$ cat config.mk
export PLATFORM = sky130hd
export DESIGN_NAME = pi_controller_two_form_flat
export DESIGN_NICKNAME = d
export VERILOG_FILES = /design/src/rtl/pi2f_pkg.sv /design/src/rtl/pi2f_if.sv /design/src/rtl/pi2f_mul.sv /design/src/rtl/pi2f_ctrl.sv /design/src/rtl/pi2f_dpath.sv /design/src/rtl/pi_controller_two_form.sv /design/src/flat_wrapper.sv
export VERILOG_INCLUDE_DIRS = /design/src /design/src/rtl
export SDC_FILE = /design/constraint.sdc
export NUM_CORES = 2
export LEC_CHECK = 0
export ABC_AREA = 1
export BUFFER_PORTS_ARGS = -buffer_cell sky130_fd_sc_hd__clkbuf_2
export CAP_MARGIN = 20
export CORE_MARGIN = 1
export CORE_UTILIZATION = 60
export CTS_BUF_LIST = sky130_fd_sc_hd__clkbuf_4 sky130_fd_sc_hd__clkbuf_8
export CTS_CLUSTER_SIZE = 20
export DETAILED_ROUTE_END_ITERATION = 12
export HOLD_SLACK_MARGIN = 0.12
export PLACE_DENSITY = 0.78
export SKIP_CTS_REPAIR_TIMING = 1
export SYNTH_ARGS = -nofsm -noshare
export SYNTH_HDL_FRONTEND = slang
export SYNTH_HIERARCHICAL = 1
export SYNTH_SLANG_ARGS = --single-unit
$ cat constraint.sdc
create_clock -name i_clk -period 8.95 [get_ports i_clk]
set_clock_uncertainty 0.1 [all_clocks]
set_input_delay 0.4475 -clock i_clk [delete_from_list [all_inputs] [get_ports i_clk]]
set_output_delay 0.4475 -clock i_clk [all_outputs]
set_load 0.02 [all_outputs]
$ cat src/rtl/pi_controller_two_form_defines.svh
// ---------------------------------------------------------------------------
// pi_controller_two_form_defines : assertion macros
// Concurrent check macros shared by the PI controller RTL; empty in synthesis.
// ---------------------------------------------------------------------------
`ifndef PI_CONTROLLER_TWO_FORM_DEFINES_SVH
`define PI_CONTROLLER_TWO_FORM_DEFINES_SVH

`ifndef SYNTHESIS

// Same-cycle implication, disabled while reset is asserted.
`define PI2F_ASSERT_IMP(lbl, clk, rst_n, ante, cons) \
    lbl: assert property (@(posedge clk) disable iff (!rst_n) (ante) |-> (cons)) \
        else $error("%m: same-cycle check failed");

// Next-cycle implication, disabled while reset is asserted.
`define PI2F_ASSERT_NXT(lbl, clk, rst_n, ante, cons) \
    lbl: assert property (@(posedge clk) disable iff (!rst_n) (ante) |=> (cons)) \
        else $error("%m: next-cycle check failed");

`else

`define PI2F_ASSERT_IMP(lbl, clk, rst_n, ante, cons)
`define PI2F_ASSERT_NXT(lbl, clk, rst_n, ante, cons)

`endif

`endif

$ cat src/rtl/pi2f_pkg.sv
// ---------------------------------------------------------------------------
// pi2f_pkg : shared types of the two-form PI controller
// Register indices, product selectors and controller/datapath structs.
// ---------------------------------------------------------------------------
`default_nettype none

package pi2f_pkg;

    localparam int CFG_IDX_W = 3;

    typedef enum logic [CFG_IDX_W-1:0] {
        CFG_FORM_SELECT   = 3'd0,
        CFG_PROP_GAIN     = 3'd1,
        CFG_INTEG_GAIN    = 3'd2,
        CFG_SAMPLE_PERIOD = 3'd3,
        CFG_OUT_UPPER     = 3'd4,
        CFG_OUT_LOWER     = 3'd5,
        CFG_INTEG_UPPER   = 3'd6,
        CFG_INTEG_LOWER   = 3'd7
    } t_cfg_idx;

    // Which product the shared multiplier is working on.
    typedef enum logic [1:0] {
        PROD_COEF  = 2'd0,
        PROD_PROP  = 2'd1,
        PROD_INTEG = 2'd2
    } t_prod;

    typedef struct packed {
        logic       capture;
        logic       load;
        logic       mul;
        logic [1:0] phase;
        logic       rnd;
        logic       sgn;
        logic       integ;
        logic       iclamp;
        logic       pre;
        logic       drv;
        logic       commit;
        t_prod      prod;
    } t_dp_cmd;

    typedef struct packed {
        logic form;
    } t_dp_status;

endpackage

`default_nettype wire

$ cat src/rtl/pi2f_if.sv
// ---------------------------------------------------------------------------
// pi2f_if : stream interfaces of the PI controller
// Input channel carries step/clear items, output channel carries results.
// ---------------------------------------------------------------------------
`default_nettype none

interface pi2f_in_if #(
    parameter int DATA_WIDTH = 32
) ();
    logic                         valid;
    logic                         ready;
    logic                         opcode;
    logic signed [DATA_WIDTH-1:0] reference;
    logic signed [DATA_WIDTH-1:0] feedback;

    modport source (output valid, opcode, reference, feedback, input ready);
    modport sink   (input valid, opcode, reference, feedback, output ready);
endinterface

interface pi2f_out_if #(
    parameter int DATA_WIDTH = 32
) ();
    logic                         valid;
    logic                         ready;
    logic signed [DATA_WIDTH-1:0] drive;
    logic signed [DATA_WIDTH-1:0] drive_unclamped;
    logic signed [DATA_WIDTH-1:0] p_term;
    logic signed [DATA_WIDTH-1:0] i_term;
    logic signed [DATA_WIDTH-1:0] error_now;
    logic                         limited;

    modport source (output valid, drive, drive_unclamped, p_term, i_term, error_now,
                    limited, input ready);
    modport sink   (input valid, drive, drive_unclamped, p_term, i_term, error_now,
                    limited, output ready);
endinterface

`default_nettype wire

$ cat src/rtl/pi2f_mul.sv
// ---------------------------------------------------------------------------
// pi2f_mul : shared magnitude multiplier
// Half-width multiplier summing four partial products into an accumulator.
// ---------------------------------------------------------------------------
`default_nettype none

module pi2f_mul #(
    parameter int OP_WIDTH = 33
) (
    input  wire logic                  i_clk,
    input  wire logic                  i_en,
    input  wire logic [1:0]            i_phase,
    input  wire logic [OP_WIDTH-1:0]   i_ma,
    input  wire logic [OP_WIDTH-1:0]   i_mb,
    output logic      [2*OP_WIDTH-1:0] o_acc
);

    localparam int H = (OP_WIDTH + 1) / 2;

    logic [H-1:0]          a_sel;
    logic [H-1:0]          b_sel;
    logic [2*H-1:0]        pp;
    logic [2*OP_WIDTH-1:0] pp_sh;
    logic [2*OP_WIDTH-1:0] r_acc;

    // Phase bit 1 picks the upper half of a, bit 0 the upper half of b.
    assign a_sel = i_phase[1] ? H'(i_ma[OP_WIDTH-1:H]) : i_ma[H-1:0];
    assign b_sel = i_phase[0] ? H'(i_mb[OP_WIDTH-1:H]) : i_mb[H-1:0];
    assign pp    = (2*H)'(a_sel) * (2*H)'(b_sel);

    always_comb begin
        case (i_phase)
            2'd0:    pp_sh = (2*OP_WIDTH)'(pp);
            2'd3:    pp_sh = (2*OP_WIDTH)'(pp) << (2*H);
            default: pp_sh = (2*OP_WIDTH)'(pp) << H;
        endcase
    end

    always_ff @(posedge i_clk) begin
        if (i_en) begin
            r_acc <= ((i_phase == 2'd0) ? '0 : r_acc) + pp_sh;
        end
    end

    assign o_acc = r_acc;

endmodule

`default_nettype wire

$ cat src/rtl/pi2f_ctrl.sv
// ---------------------------------------------------------------------------
// pi2f_ctrl : sequencer of the PI controller
// One-hot state machine issuing datapath commands and owning the handshakes.
// ---------------------------------------------------------------------------
`default_nettype none
`include "pi_controller_two_form_defines.svh"

module pi2f_ctrl (
    input  wire logic                  i_clk,
    input  wire logic                  i_rst_n,
    input  wire logic                  i_in_valid,
    input  wire logic                  i_in_clear,
    output logic                       o_in_ready,
    output logic                       o_out_valid,
    input  wire logic                  i_out_ready,
    input  wire pi2f_pkg::t_dp_status  i_status,
    output pi2f_pkg::t_dp_cmd          o_cmd
);

    import pi2f_pkg::*;

    typedef enum logic [9:0] {
        S_IDLE = 10'b0000000001,
        S_LOAD = 10'b0000000010,
        S_MUL  = 10'b0000000100,
        S_RND  = 10'b0000001000,
        S_SGN  = 10'b0000010000,
        S_INT  = 10'b0000100000,
        S_ICL  = 10'b0001000000,
        S_PRE  = 10'b0010000000,
        S_DRV  = 10'b0100000000,
        S_FIN  = 10'b1000000000
    } t_state;

    t_state     r_state, n_state;
    logic [1:0] r_phase, n_phase;
    t_prod      r_prod, n_prod;
    logic       r_ovalid, n_ovalid;
    logic       accept;
    t_dp_cmd    cmd;

    assign o_in_ready  = (r_state == S_IDLE);
    assign accept      = i_in_valid && o_in_ready;
    assign o_out_valid = r_ovalid;
    assign o_cmd       = cmd;

    always_comb begin
        n_state   = r_state;
        n_phase   = r_phase;
        n_prod    = r_prod;
        cmd       = '0;
        cmd.prod  = r_prod;
        cmd.phase = r_phase;
        unique case (r_state)
            S_IDLE: begin
                if (accept) begin
                    cmd.capture = 1'b1;
                    if (i_in_clear) begin
                        n_state = S_FIN;
                    end else begin
                        n_state = S_LOAD;
                        n_prod  = i_status.form ? PROD_PROP : PROD_COEF;
                    end
                end
            end
            S_LOAD: begin
                cmd.load = 1'b1;
                n_phase  = 2'd0;
                n_state  = S_MUL;
            end
            S_MUL: begin
                cmd.mul = 1'b1;
                n_phase = r_phase + 2'd1;
                if (r_phase == 2'd3) begin
                    n_state = S_RND;
                end
            end
            S_RND: begin
                cmd.rnd = 1'b1;
                n_state = S_SGN;
            end
            S_SGN: begin
                cmd.sgn = 1'b1;
                case (r_prod)
                    PROD_COEF: begin
                        n_prod  = PROD_PROP;
                        n_state = S_LOAD;
                    end
                    PROD_PROP: begin
                        n_prod  = PROD_INTEG;
                        n_state = S_LOAD;
                    end
                    default: begin
                        n_state = S_INT;
                    end
                endcase
            end
            S_INT: begin
                cmd.integ = 1'b1;
                n_state   = S_ICL;
            end
            S_ICL: begin
                cmd.iclamp = 1'b1;
                n_state    = S_PRE;
            end
            S_PRE: begin
                cmd.pre = 1'b1;
                n_state = S_DRV;
            end
            S_DRV: begin
                cmd.drv = 1'b1;
                n_state = S_FIN;
            end
            S_FIN: begin
                if (!r_ovalid || i_out_ready) begin
                    cmd.commit = 1'b1;
                    n_state    = S_IDLE;
                end
            end
            default: begin
                n_state = S_IDLE;
            end
        endcase
    end

    always_comb begin
        n_ovalid = r_ovalid;
        if (cmd.commit) begin
            n_ovalid = 1'b1;
        end else if (i_out_ready) begin
            n_ovalid = 1'b0;
        end
    end

    always_ff @(posedge i_clk) begin
        if (!i_rst_n) begin
            r_state  <= S_IDLE;
            r_phase  <= 2'd0;
            r_prod   <= PROD_COEF;
            r_ovalid <= 1'b0;
        end else begin
            r_state  <= n_state;
            r_phase  <= n_phase;
            r_prod   <= n_prod;
            r_ovalid <= n_ovalid;
        end
    end

    `PI2F_ASSERT_NXT(a_busy_after_accept, i_clk, i_rst_n, accept, !o_in_ready)
    `PI2F_ASSERT_NXT(a_commit_shows_result, i_clk, i_rst_n, cmd.commit, o_out_valid && o_in_ready)
    `PI2F_ASSERT_IMP(a_phase_idle, i_clk, i_rst_n, r_state != S_MUL, r_phase == 2'd0)

endmodule

`default_nettype wire

$ cat src/rtl/pi2f_dpath.sv
// ---------------------------------------------------------------------------
// pi2f_dpath : datapath of the PI controller
// Configuration, loop state, operand selection, rounding and clamping.
// ---------------------------------------------------------------------------
`default_nettype none

module pi2f_dpath #(
    parameter int DATA_WIDTH = 32,
    parameter int FRAC_BITS  = 16
) (
    input  wire logic                                i_clk,
    input  wire logic                                i_rst_n,
    input  wire logic                                i_cfg_we,
    input  wire logic [pi2f_pkg::CFG_IDX_W-1:0]      i_cfg_idx,
    input  wire logic [DATA_WIDTH-1:0]               i_cfg_data,
    input  wire logic                                i_opcode,
    input  wire logic signed [DATA_WIDTH-1:0]        i_reference,
    input  wire logic signed [DATA_WIDTH-1:0]        i_feedback,
    input  wire pi2f_pkg::t_dp_cmd                   i_cmd,
    output pi2f_pkg::t_dp_status                     o_status,
    output logic signed [DATA_WIDTH-1:0]             o_drive,
    output logic signed [DATA_WIDTH-1:0]             o_drive_unclamped,
    output logic signed [DATA_WIDTH-1:0]             o_p_term,
    output logic signed [DATA_WIDTH-1:0]             o_i_term,
    output logic signed [DATA_WIDTH-1:0]             o_error_now,
    output logic                                     o_limited
);

    import pi2f_pkg::*;

    localparam int W = DATA_WIDTH;
    localparam int E = DATA_WIDTH + 1;
    localparam logic signed [W-1:0] MAX_V  = {1'b0, {(W-1){1'b1}}};
    localparam logic signed [W-1:0] MIN_V  = {1'b1, {(W-1){1'b0}}};
    localparam logic signed [W-1:0] ONE_V  = W'(1) << FRAC_BITS;
    localparam logic [2*E:0]        HALF_F = (2*E+1)'(1) << (FRAC_BITS - 1);
    localparam logic [2*E:0]        HALF_G = (2*E+1)'(1) << FRAC_BITS;

    function automatic logic signed [E-1:0] sx(input logic signed [W-1:0] x);
        sx = {x[W-1], x};
    endfunction

    function automatic logic signed [W-1:0] sat_w(input logic signed [E-1:0] x);
        if (x[E-1] != x[E-2]) begin
            sat_w = x[E-1] ? MIN_V : MAX_V;
        end else begin
            sat_w = x[W-1:0];
        end
    endfunction

    function automatic logic [E-1:0] mag(input logic signed [E-1:0] x);
        mag = x[E-1] ? E'(-x) : E'(x);
    endfunction

    // Configuration registers
    logic                  r_form;
    logic signed [W-1:0]   r_kp, r_ki, r_ou, r_ol, r_iu, r_il;
    logic        [W-2:0]   r_ts;

    // Loop state
    logic signed [W-1:0]   r_eprev, r_dly, r_iacc, r_dprev;

    // Working registers
    logic                  r_clr;
    logic signed [W-1:0]   r_err;
    logic signed [E-1:0]   r_diff, r_esum;
    logic        [E-1:0]   r_ma, r_mb;
    logic                  r_neg, r_sh1;
    logic        [2*E:0]   r_rsum;
    logic signed [W-1:0]   r_c, r_p, r_ip;
    logic signed [W-1:0]   r_iraw, r_integ, r_pre, r_drive;
    logic                  r_hit;

    // Result registers
    logic signed [W-1:0]   r_o_drive, r_o_pre, r_o_p, r_o_i, r_o_err;
    logic                  r_o_hit;

    logic signed [E-1:0]   op_a, op_b;
    logic                  op_sh1;
    logic        [2*E-1:0] acc;
    logic        [2*E:0]   shifted;
    logic        [W-1:0]   lim, mag_sat;
    logic signed [W-1:0]   prod_res;
    logic signed [E-1:0]   integ_sum;

    assign o_status.form = r_form;

    always_ff @(posedge i_clk) begin
        if (!i_rst_n) begin
            r_form <= 1'b0;
            r_kp   <= ONE_V;
            r_ki   <= '0;
            r_ts   <= '0;
            r_ou   <= MAX_V;
            r_ol   <= MIN_V;
            r_iu   <= MAX_V;
            r_il   <= MIN_V;
        end else if (i_cfg_we) begin
            unique case (t_cfg_idx'(i_cfg_idx))
                CFG_FORM_SELECT:   r_form <= i_cfg_data[0];
                CFG_PROP_GAIN:     r_kp   <= i_cfg_data;
                CFG_INTEG_GAIN:    r_ki   <= i_cfg_data;
                CFG_SAMPLE_PERIOD: r_ts   <= i_cfg_data[W-2:0];
                CFG_OUT_UPPER:     r_ou   <= i_cfg_data;
                CFG_OUT_LOWER:     r_ol   <= i_cfg_data;
                CFG_INTEG_UPPER:   r_iu   <= i_cfg_data;
                CFG_INTEG_LOWER:   r_il   <= i_cfg_data;
                default: begin
                end
            endcase
        end
    end

    // Operand selection for the product under way
    always_comb begin
        op_a   = '0;
        op_b   = '0;
        op_sh1 = 1'b0;
        case (i_cmd.prod)
            PROD_COEF: begin
                op_a = E'(r_ts);
                op_b = sx(r_ki);
            end
            PROD_PROP: begin
                op_a = sx(r_kp);
                op_b = r_form ? sx(r_err) : r_diff;
            end
            PROD_INTEG: begin
                if (r_form) begin
                    op_a = sx(r_ki);
                    op_b = sx(r_dly);
                end else begin
                    // The half of the trapezoid is one more dropped bit.
                    op_a   = sx(r_c);
                    op_b   = r_esum;
                    op_sh1 = 1'b1;
                end
            end
            default: begin
            end
        endcase
    end

    pi2f_mul #(
        .OP_WIDTH (E)
    ) u_mul (
        .i_clk   (i_clk),
        .i_en    (i_cmd.mul),
        .i_phase (i_cmd.phase),
        .i_ma    (r_ma),
        .i_mb    (r_mb),
        .o_acc   (acc)
    );

    // Rounded magnitude, saturated to the largest value of the result's sign
    assign shifted  = r_sh1 ? (r_rsum >> (FRAC_BITS + 1)) : (r_rsum >> FRAC_BITS);
    assign lim      = W'(MAX_V) + W'(r_neg);
    assign mag_sat  = (shifted > (2*E+1)'(lim)) ? lim : shifted[W-1:0];
    assign prod_res = r_neg ? W'(~mag_sat + W'(1)) : mag_sat;

    assign integ_sum = sx(r_ip) + (r_form ? sx(r_iacc) : sx(r_dprev));

    always_ff @(posedge i_clk) begin
        if (i_cmd.capture) begin
            r_clr <= i_opcode;
            r_err <= sat_w(sx(i_reference) - sx(i_feedback));
        end
        r_diff <= sx(r_err) - sx(r_eprev);
        r_esum <= sx(r_err) + sx(r_eprev);
        if (i_cmd.load) begin
            r_ma  <= mag(op_a);
            r_mb  <= mag(op_b);
            r_neg <= op_a[E-1] ^ op_b[E-1];
            r_sh1 <= op_sh1;
        end
        if (i_cmd.rnd) begin
            r_rsum <= {1'b0, acc} + (r_sh1 ? HALF_G : HALF_F);
        end
        if (i_cmd.sgn) begin
            case (i_cmd.prod)
                PROD_COEF: r_c  <= prod_res;
                PROD_PROP: r_p  <= prod_res;
                default:   r_ip <= prod_res;
            endcase
        end
        if (i_cmd.integ) begin
            r_iraw <= sat_w(integ_sum);
        end
        if (i_cmd.iclamp) begin
            if (r_form && (r_iraw > r_iu)) begin
                r_integ <= r_iu;
            end else if (r_form && (r_iraw < r_il)) begin
                r_integ <= r_il;
            end else begin
                r_integ <= r_iraw;
            end
        end
        if (i_cmd.pre) begin
            r_pre <= sat_w(sx(r_p) + sx(r_integ));
        end
        if (i_cmd.drv) begin
            // When the limits are crossed, values above the upper limit take it; all others take the lower one.
            if (r_pre > r_ou) begin
                r_drive <= r_ou;
                r_hit   <= 1'b1;
            end else if (r_pre < r_ol) begin
                r_drive <= r_ol;
                r_hit   <= 1'b1;
            end else begin
                r_drive <= r_pre;
                r_hit   <= 1'b0;
            end
        end
        if (i_cmd.commit) begin
            if (r_clr) begin
                r_o_drive <= '0;
                r_o_pre   <= '0;
                r_o_p     <= '0;
                r_o_i     <= '0;
                r_o_err   <= '0;
                r_o_hit   <= 1'b0;
            end else begin
                r_o_drive <= r_drive;
                r_o_pre   <= r_pre;
                r_o_p     <= r_p;
                r_o_i     <= r_integ;
                r_o_err   <= r_err;
                r_o_hit   <= r_hit;
            end
        end
    end

    always_ff @(posedge i_clk) begin
        if (!i_rst_n) begin
            r_eprev <= '0;
            r_dly   <= '0;
            r_iacc  <= '0;
            r_dprev <= '0;
        end else if (i_cmd.commit) begin
            if (r_clr) begin
                r_eprev <= '0;
                r_dly   <= '0;
                r_iacc  <= '0;
                r_dprev <= '0;
            end else begin
                r_iacc  <= r_integ;
                r_dprev <= r_drive;
                if (r_form) begin
                    r_dly <= r_err;
                end else begin
                    r_dly   <= r_p;
                    r_eprev <= r_err;
                end
            end
        end
    end

    assign o_drive           = r_o_drive;
    assign o_drive_unclamped = r_o_pre;
    assign o_p_term          = r_o_p;
    assign o_i_term          = r_o_i;
    assign o_error_now       = r_o_err;
    assign o_limited         = r_o_hit;

endmodule

`default_nettype wire

$ cat src/rtl/pi_controller_two_form.sv
// ---------------------------------------------------------------------------
// pi_controller_two_form : discrete PI regulator with output saturation
// Signed fixed-point PI controller with incremental and difference forms.
// ---------------------------------------------------------------------------
// Usage. Each input transaction on i_in carries an opcode, a reference and a
// feedback sample; every input transaction gives exactly one output
// transaction on o_out. Opcode 0 runs one control step, opcode 1 clears the
// loop state and returns a result with all fields zero. The gains, the sample
// period and the limits are written through the plain write port (i_cfg_we,
// i_cfg_idx, i_cfg_data); the user must do so only while the block is idle,
// which the block itself does not enforce. A control step uses the single
// shared multiplier once per product: three products in the incremental form
// and two in the difference form, none for a clear. Each product takes
// operand preparation, four half-width partial products, rounding and
// applying the sign; summing and clamping the integral and then the drive
// follow. The input is ready only while the block is idle, so a new input
// transaction is taken only after the previous result has been registered.
// The result sits in an output register, so a following input transaction is
// accepted while the receiver stalls; only the register write of the next
// result waits until the previous one has been taken.
// Reset (synchronous, active low) clears the loop state, restores the
// register defaults and drops o_out.valid.
// ---------------------------------------------------------------------------
`default_nettype none

module pi_controller_two_form #(
    parameter int DATA_WIDTH = 32,
    parameter int FRAC_BITS  = 16
) (
    input  wire logic                            i_clk,
    input  wire logic                            i_rst_n,
    pi2f_in_if.sink                              i_in,
    pi2f_out_if.source                           o_out,
    input  wire logic                            i_cfg_we,
    input  wire logic [pi2f_pkg::CFG_IDX_W-1:0]  i_cfg_idx,
    input  wire logic [DATA_WIDTH-1:0]           i_cfg_data
);

    import pi2f_pkg::*;

    // Commands from the sequencer and status back from the datapath.
    t_dp_cmd    cmd;
    t_dp_status status;

    pi2f_ctrl u_ctrl (
        .i_clk       (i_clk),
        .i_rst_n     (i_rst_n),
        .i_in_valid  (i_in.valid),
        .i_in_clear  (i_in.opcode),
        .o_in_ready  (i_in.ready),
        .o_out_valid (o_out.valid),
        .i_out_ready (o_out.ready),
        .i_status    (status),
        .o_cmd       (cmd)
    );

    // The datapath holds the configuration, the loop state and the result
    // register; its loop state and result change only on the sequencer's commands.
    pi2f_dpath #(
        .DATA_WIDTH (DATA_WIDTH),
        .FRAC_BITS  (FRAC_BITS)
    ) u_dpath (
        .i_clk             (i_clk),
        .i_rst_n           (i_rst_n),
        .i_cfg_we          (i_cfg_we),
        .i_cfg_idx         (i_cfg_idx),
        .i_cfg_data        (i_cfg_data),
        .i_opcode          (i_in.opcode),
        .i_reference       (i_in.reference),
        .i_feedback        (i_in.feedback),
        .i_cmd             (cmd),
        .o_status          (status),
        .o_drive           (o_out.drive),
        .o_drive_unclamped (o_out.drive_unclamped),
        .o_p_term          (o_out.p_term),
        .o_i_term          (o_out.i_term),
        .o_error_now       (o_out.error_now),
        .o_limited         (o_out.limited)
    );

endmodule

`default_nettype wire
$ cat src/flat_wrapper.sv
// flat-port wrapper written by rule: the top's interface ports become plain ports
module pi_controller_two_form_flat import pi2f_pkg::*;
#(
    parameter int DATA_WIDTH = 32,
    parameter int FRAC_BITS  = 16
)
  (i_clk, i_rst_n, i_cfg_we, i_cfg_idx, i_cfg_data, i_in_valid, i_in_opcode, i_in_reference, i_in_feedback, i_in_ready, o_out_valid, o_out_drive, o_out_drive_unclamped, o_out_p_term, o_out_i_term, o_out_error_now, o_out_limited, o_out_ready);
  pi2f_in_if #(.DATA_WIDTH(DATA_WIDTH)) i_in_i ();
  pi2f_out_if #(.DATA_WIDTH(DATA_WIDTH)) o_out_i ();
  input  wire logic i_clk;
  input  wire logic i_rst_n;
  input  wire logic i_cfg_we;
  input  wire logic [pi2f_pkg::CFG_IDX_W-1:0] i_cfg_idx;
  input  wire logic [DATA_WIDTH-1:0] i_cfg_data;
  input wire logic [$bits(i_in_i.valid)-1:0] i_in_valid;
  input wire logic [$bits(i_in_i.opcode)-1:0] i_in_opcode;
  input wire logic [$bits(i_in_i.reference)-1:0] i_in_reference;
  input wire logic [$bits(i_in_i.feedback)-1:0] i_in_feedback;
  output wire logic [$bits(i_in_i.ready)-1:0] i_in_ready;
  output wire logic [$bits(o_out_i.valid)-1:0] o_out_valid;
  output wire logic [$bits(o_out_i.drive)-1:0] o_out_drive;
  output wire logic [$bits(o_out_i.drive_unclamped)-1:0] o_out_drive_unclamped;
  output wire logic [$bits(o_out_i.p_term)-1:0] o_out_p_term;
  output wire logic [$bits(o_out_i.i_term)-1:0] o_out_i_term;
  output wire logic [$bits(o_out_i.error_now)-1:0] o_out_error_now;
  output wire logic [$bits(o_out_i.limited)-1:0] o_out_limited;
  input wire logic [$bits(o_out_i.ready)-1:0] o_out_ready;
  assign i_in_i.valid = i_in_valid;
  assign i_in_i.opcode = i_in_opcode;
  assign i_in_i.reference = i_in_reference;
  assign i_in_i.feedback = i_in_feedback;
  assign i_in_ready = i_in_i.ready;
  assign o_out_valid = o_out_i.valid;
  assign o_out_drive = o_out_i.drive;
  assign o_out_drive_unclamped = o_out_i.drive_unclamped;
  assign o_out_p_term = o_out_i.p_term;
  assign o_out_i_term = o_out_i.i_term;
  assign o_out_error_now = o_out_i.error_now;
  assign o_out_limited = o_out_i.limited;
  assign o_out_i.ready = o_out_ready;
  pi_controller_two_form #(.DATA_WIDTH(DATA_WIDTH), .FRAC_BITS(FRAC_BITS)) u_core (.i_clk(i_clk), .i_rst_n(i_rst_n), .i_in(i_in_i), .o_out(o_out_i), .i_cfg_we(i_cfg_we), .i_cfg_idx(i_cfg_idx), .i_cfg_data(i_cfg_data));
endmodule
==> summary.txt <==
Setup path
  • Crit end category: register
  • Startpoint types: register
  • WP data required: 9500 ps
  • Worst Setup SP: u_core/u_ctrl/r_phase[0]$_SDFFE_PN0P_
  • Crit path DAT: 9170 ps
  • Flop-to-flop setup slack: 330 ps
  • Reg-to-Reg Start: u_core/u_ctrl/r_phase[0]$_SDFFE_PN0P_
  • Worst reg2reg endpoint: u_core/u_dpath/u_mul/o_acc[58]$_DFFE_PP_
  • Max incr delay on CP: 620 ps
  • Crit-path slowest cell: fa_1
  • Setup CP Type: reg2reg
  • CP endpoint: u_core/u_dpath/u_mul/o_acc[58]$_DFFE_PP_
  • CP Max Fanout: 18
  • Register-to-Register Path Depth: 36

Layout
  • Reg area: 26790 µm²
  • Share of cells above drive strength 1: 12.27%
  • Highest-count cells in the layout ignoring fill and taps: nand2_1, inv_1, nor2_1
  • Area occupied by multi-input gates: 38750 µm²
  • Area grow syn2layout: 12.84%
  • Commonest non-fill, non-tap cell in the layout: nand2_1
  • Fillers: 9687
  • Nets@finish: 10635

Route
  • WL final: 258.2 mm
  • DRC violations left: 0
  • Vias per cell: 5.857
  • Length of the first detailed-routing pass in iterations: 7
  • 1st-iter DRT viols: 8170
  • Vias: 67669
  • Average wire per cell in the routed design: 22.34 µm
  • ANT nets after route: 0

Timing
  • Fin crit period: 8618 ps
  • # setup viols final: 0
  • Final period utilization: 96.29%
  • Final WS setup: 332.0 ps
  • Fmax: 0.1160 GHz
  • Final Hold Fails: 0
  • Final Hold Slack: 85.29 ps
  • Pins Over Slew Limit: 0
  • Worst slew pin tran: 1224 ps
  • Worst rel slew slack: 18.43%
  • Unrepaired setup endpoints after global routing: false
  • Setup TNS: 0 ps

Clock tree
  • Clk Latency, worst-skew pair: 930 ps
  • Clk sinks: 1036
  • Clock Root Buffer: clkbuf_8
  • H-Tree Depth: 4
  • Clock-pin slew on the worst setup and hold paths: 60 ps
  • Clock tree from TritonCTS: done
  • TritonCTS Buffers: 170
  • Clock Path Buffers: 3

Global route
  • Tot GR Track Use: 41.51%
  • Largest net degree at the start of global routing: 163
  • Initial antenna violation count: 15
  • Vias in the first global route: 64860
  • Gr ovfl total: 0
  • First-pass GRT wire length: 381.2 mm

Synth
  • Post-Synthesis Cell Area: 72250 µm²
  • #FFs+latches synth: 1036
  • Mean post-synth cell area: 7.811 µm²
  • Synth unique cells: 72
  • Syn nets: 10084
  • Post-synthesis cell count: 9250
  • Yosys warns: 6
  • Part of the Yosys area used for sequential elements: 37.07%

Placed design
  • Gpl congestion: 1.061
  • Setup WS pre-CTS: 211.6 ps
  • Port buffer count: 267
  • Post-DP HPWL: 199.7 mm

Pwr
  • PD cells: 241.4 nW/µm²
  • Leak: 38.87 nW
  • Max VDD drop: 301.5 µV

Die
  • Row count: 126
  • Core box area: 118700 µm²
  • Die height: 349.0 µm
  • Die area: 121800 µm²
  • Initial Utilization: 60.87%
  • Die width: 349.0 µm
  • IO Count: 268

Status
  • Status: completed

Flow run
  • Max-cap violations: 0

Hold path
  • Hold Path Class: in2reg
-- sequential cells by signal (all words and copies together), names as in the netlist, 33 cells and up --
| register | count |
|---|---|
| u_core/u_dpath/r_ma | 33 |
| u_core/u_dpath/r_esum | 33 |
| u_core/u_dpath/r_mb | 33 |
| u_core/u_dpath/u_mul/o_acc | 66 |
| u_core/u_dpath/r_rsum | 51 |
-- worst min path at each step --
| stage | end | startpoint | cells after the start | slack (ps) |
|---|---|---|---|---|
| 2_1_floorplan | u_core/u_dpath/r_kp[1]$_SDFFE_PN0P_ | u_core/u_dpath/r_kp[1]$_SDFFE_PN0P_ | 2 | 330 |
| 3_3_place_gp | u_core/u_dpath/r_kp[2]$_SDFFE_PN0P_ | u_core/u_dpath/r_kp[2]$_SDFFE_PN0P_ | 2 | 340 |
| 3_5_place_dp | u_core/u_dpath/r_ts[2]$_SDFFE_PN0P_ | u_core/u_dpath/r_ts[2]$_SDFFE_PN0P_ | 2 | 350 |
| 4_1_cts | u_core/u_dpath/r_clr$_DFFE_PP_ | i_in_opcode | 1 | -390 |
| 5_1_grt | u_core/u_dpath/r_err[5]$_DFFE_PP_ | i_in_reference[5] | 4 | 120 |
| 6_report | u_core/u_dpath/r_err[4]$_DFFE_PP_ | i_in_reference[4] | 4 | 90 |
-- area by class of cell --
class                      count  share of cell area [%]
clock inverter                68                  0.8456
timing repair buffer         688                   5.822
sequential                  1036                   32.86
multi-input combinational   6457                   47.53
antenna                        4                 0.01228
inverter                    1448                   6.677
tap                         1600                   2.455
clock buffer                 252                   3.794
-- layer usage --
| metal | part of all wire, % | GRT usage (%) | wire (µm) |
|---|---|---|---|
| met1 | 38 | 54.16 | 99010 |
| met2 | 43 | 62.97 | 110500 |
| met3 | 12 | 10.52 | 31680 |
| met4 | 6.5 | 22.97 | 16910 |
| met5 | 0.031 | 0 | 80 |
-- Yosys cell counts, drive strengths merged --
library cell / n / area share, %
a211oi: 20 / 0.24
dfxtp: 432 / 12
clkinv: 16 / 0.083
nor2: 1087 / 6.0
nor4: 22 / 0.24
a21o: 32 / 0.33
nand4: 110 / 1.0
a32oi: 1 / 0.012
or3: 2 / 0.017
a31oi: 28 / 0.24
edfxtp: 604 / 25
fa: 231 / 6.4
nand3: 351 / 2.5
a22o: 15 / 0.18
ha: 498 / 8.6
o21ai: 641 / 4.6
o2111ai: 6 / 0.073
nand2: 2032 / 11
or4: 1 / 0.010
inv: 1432 / 7.4
xnor2: 87 / 1.1
and3: 7 / 0.061
xor2: 234 / 2.8
o31ai: 8 / 0.090
a21boi: 21 / 0.22
nor3: 104 / 0.81
conb: 1 / 0.0052
nand3b: 18 / 0.19
a221oi: 7 / 0.094
mux2i: 5 / 0.069
a21oi: 672 / 4.7
or2: 37 / 0.32
o211ai: 77 / 0.80
o21a: 33 / 0.34
buf: 95 / 0.83
clkbuf: 214 / 1.1
a2111oi: 1 / 0.012
o22ai: 25 / 0.22
nor4b: 3 / 0.036
o221ai: 3 / 0.036
nor3b: 2 / 0.036
o21bai: 32 / 0.34
and2: 2 / 0.017
mux2: 1 / 0.016
-- critical path: cells and delay by family, from the launching register on --
kind	cells	cell delay [ps]
adders and majority gates	8	3890
buffers and inverters	10	1120
AOI/OAI and AO/OA	5	820
xor gates and xnor gates	1	260
DFF	1	390
and+or+nand+nor	12	1740
-- kinds of logic after synthesis --
family	share of synthesized area (%)
compound gates	12.50
xor+xnor	3.891
flops	37.07
simple gates	21.96
other cells	0.005190
fa+ha+maj	15.02
mux	0.08485
buf+inv	9.470
-- power breakdown --
part	switching [mW]	internal [mW]	leakage [nW]
logic	5.93	3.56	27.9
registers	0.137	5.44	9.01
clock network	2.10	2.52	2.01
-- stage by stage --
stage	util, %	power, mW	cells	area, µm²
global placement	64.90	14.62	11169	77040
finish	68.68	19.68	11553	81530
detailed placement	64.92	14.67	11170	77070
global route	68.67	20.58	11550	81520
CTS	68.11	19.29	11490	80850
floorplan	-	10.38	9250	72250
(Power assumes the default switching activity.)
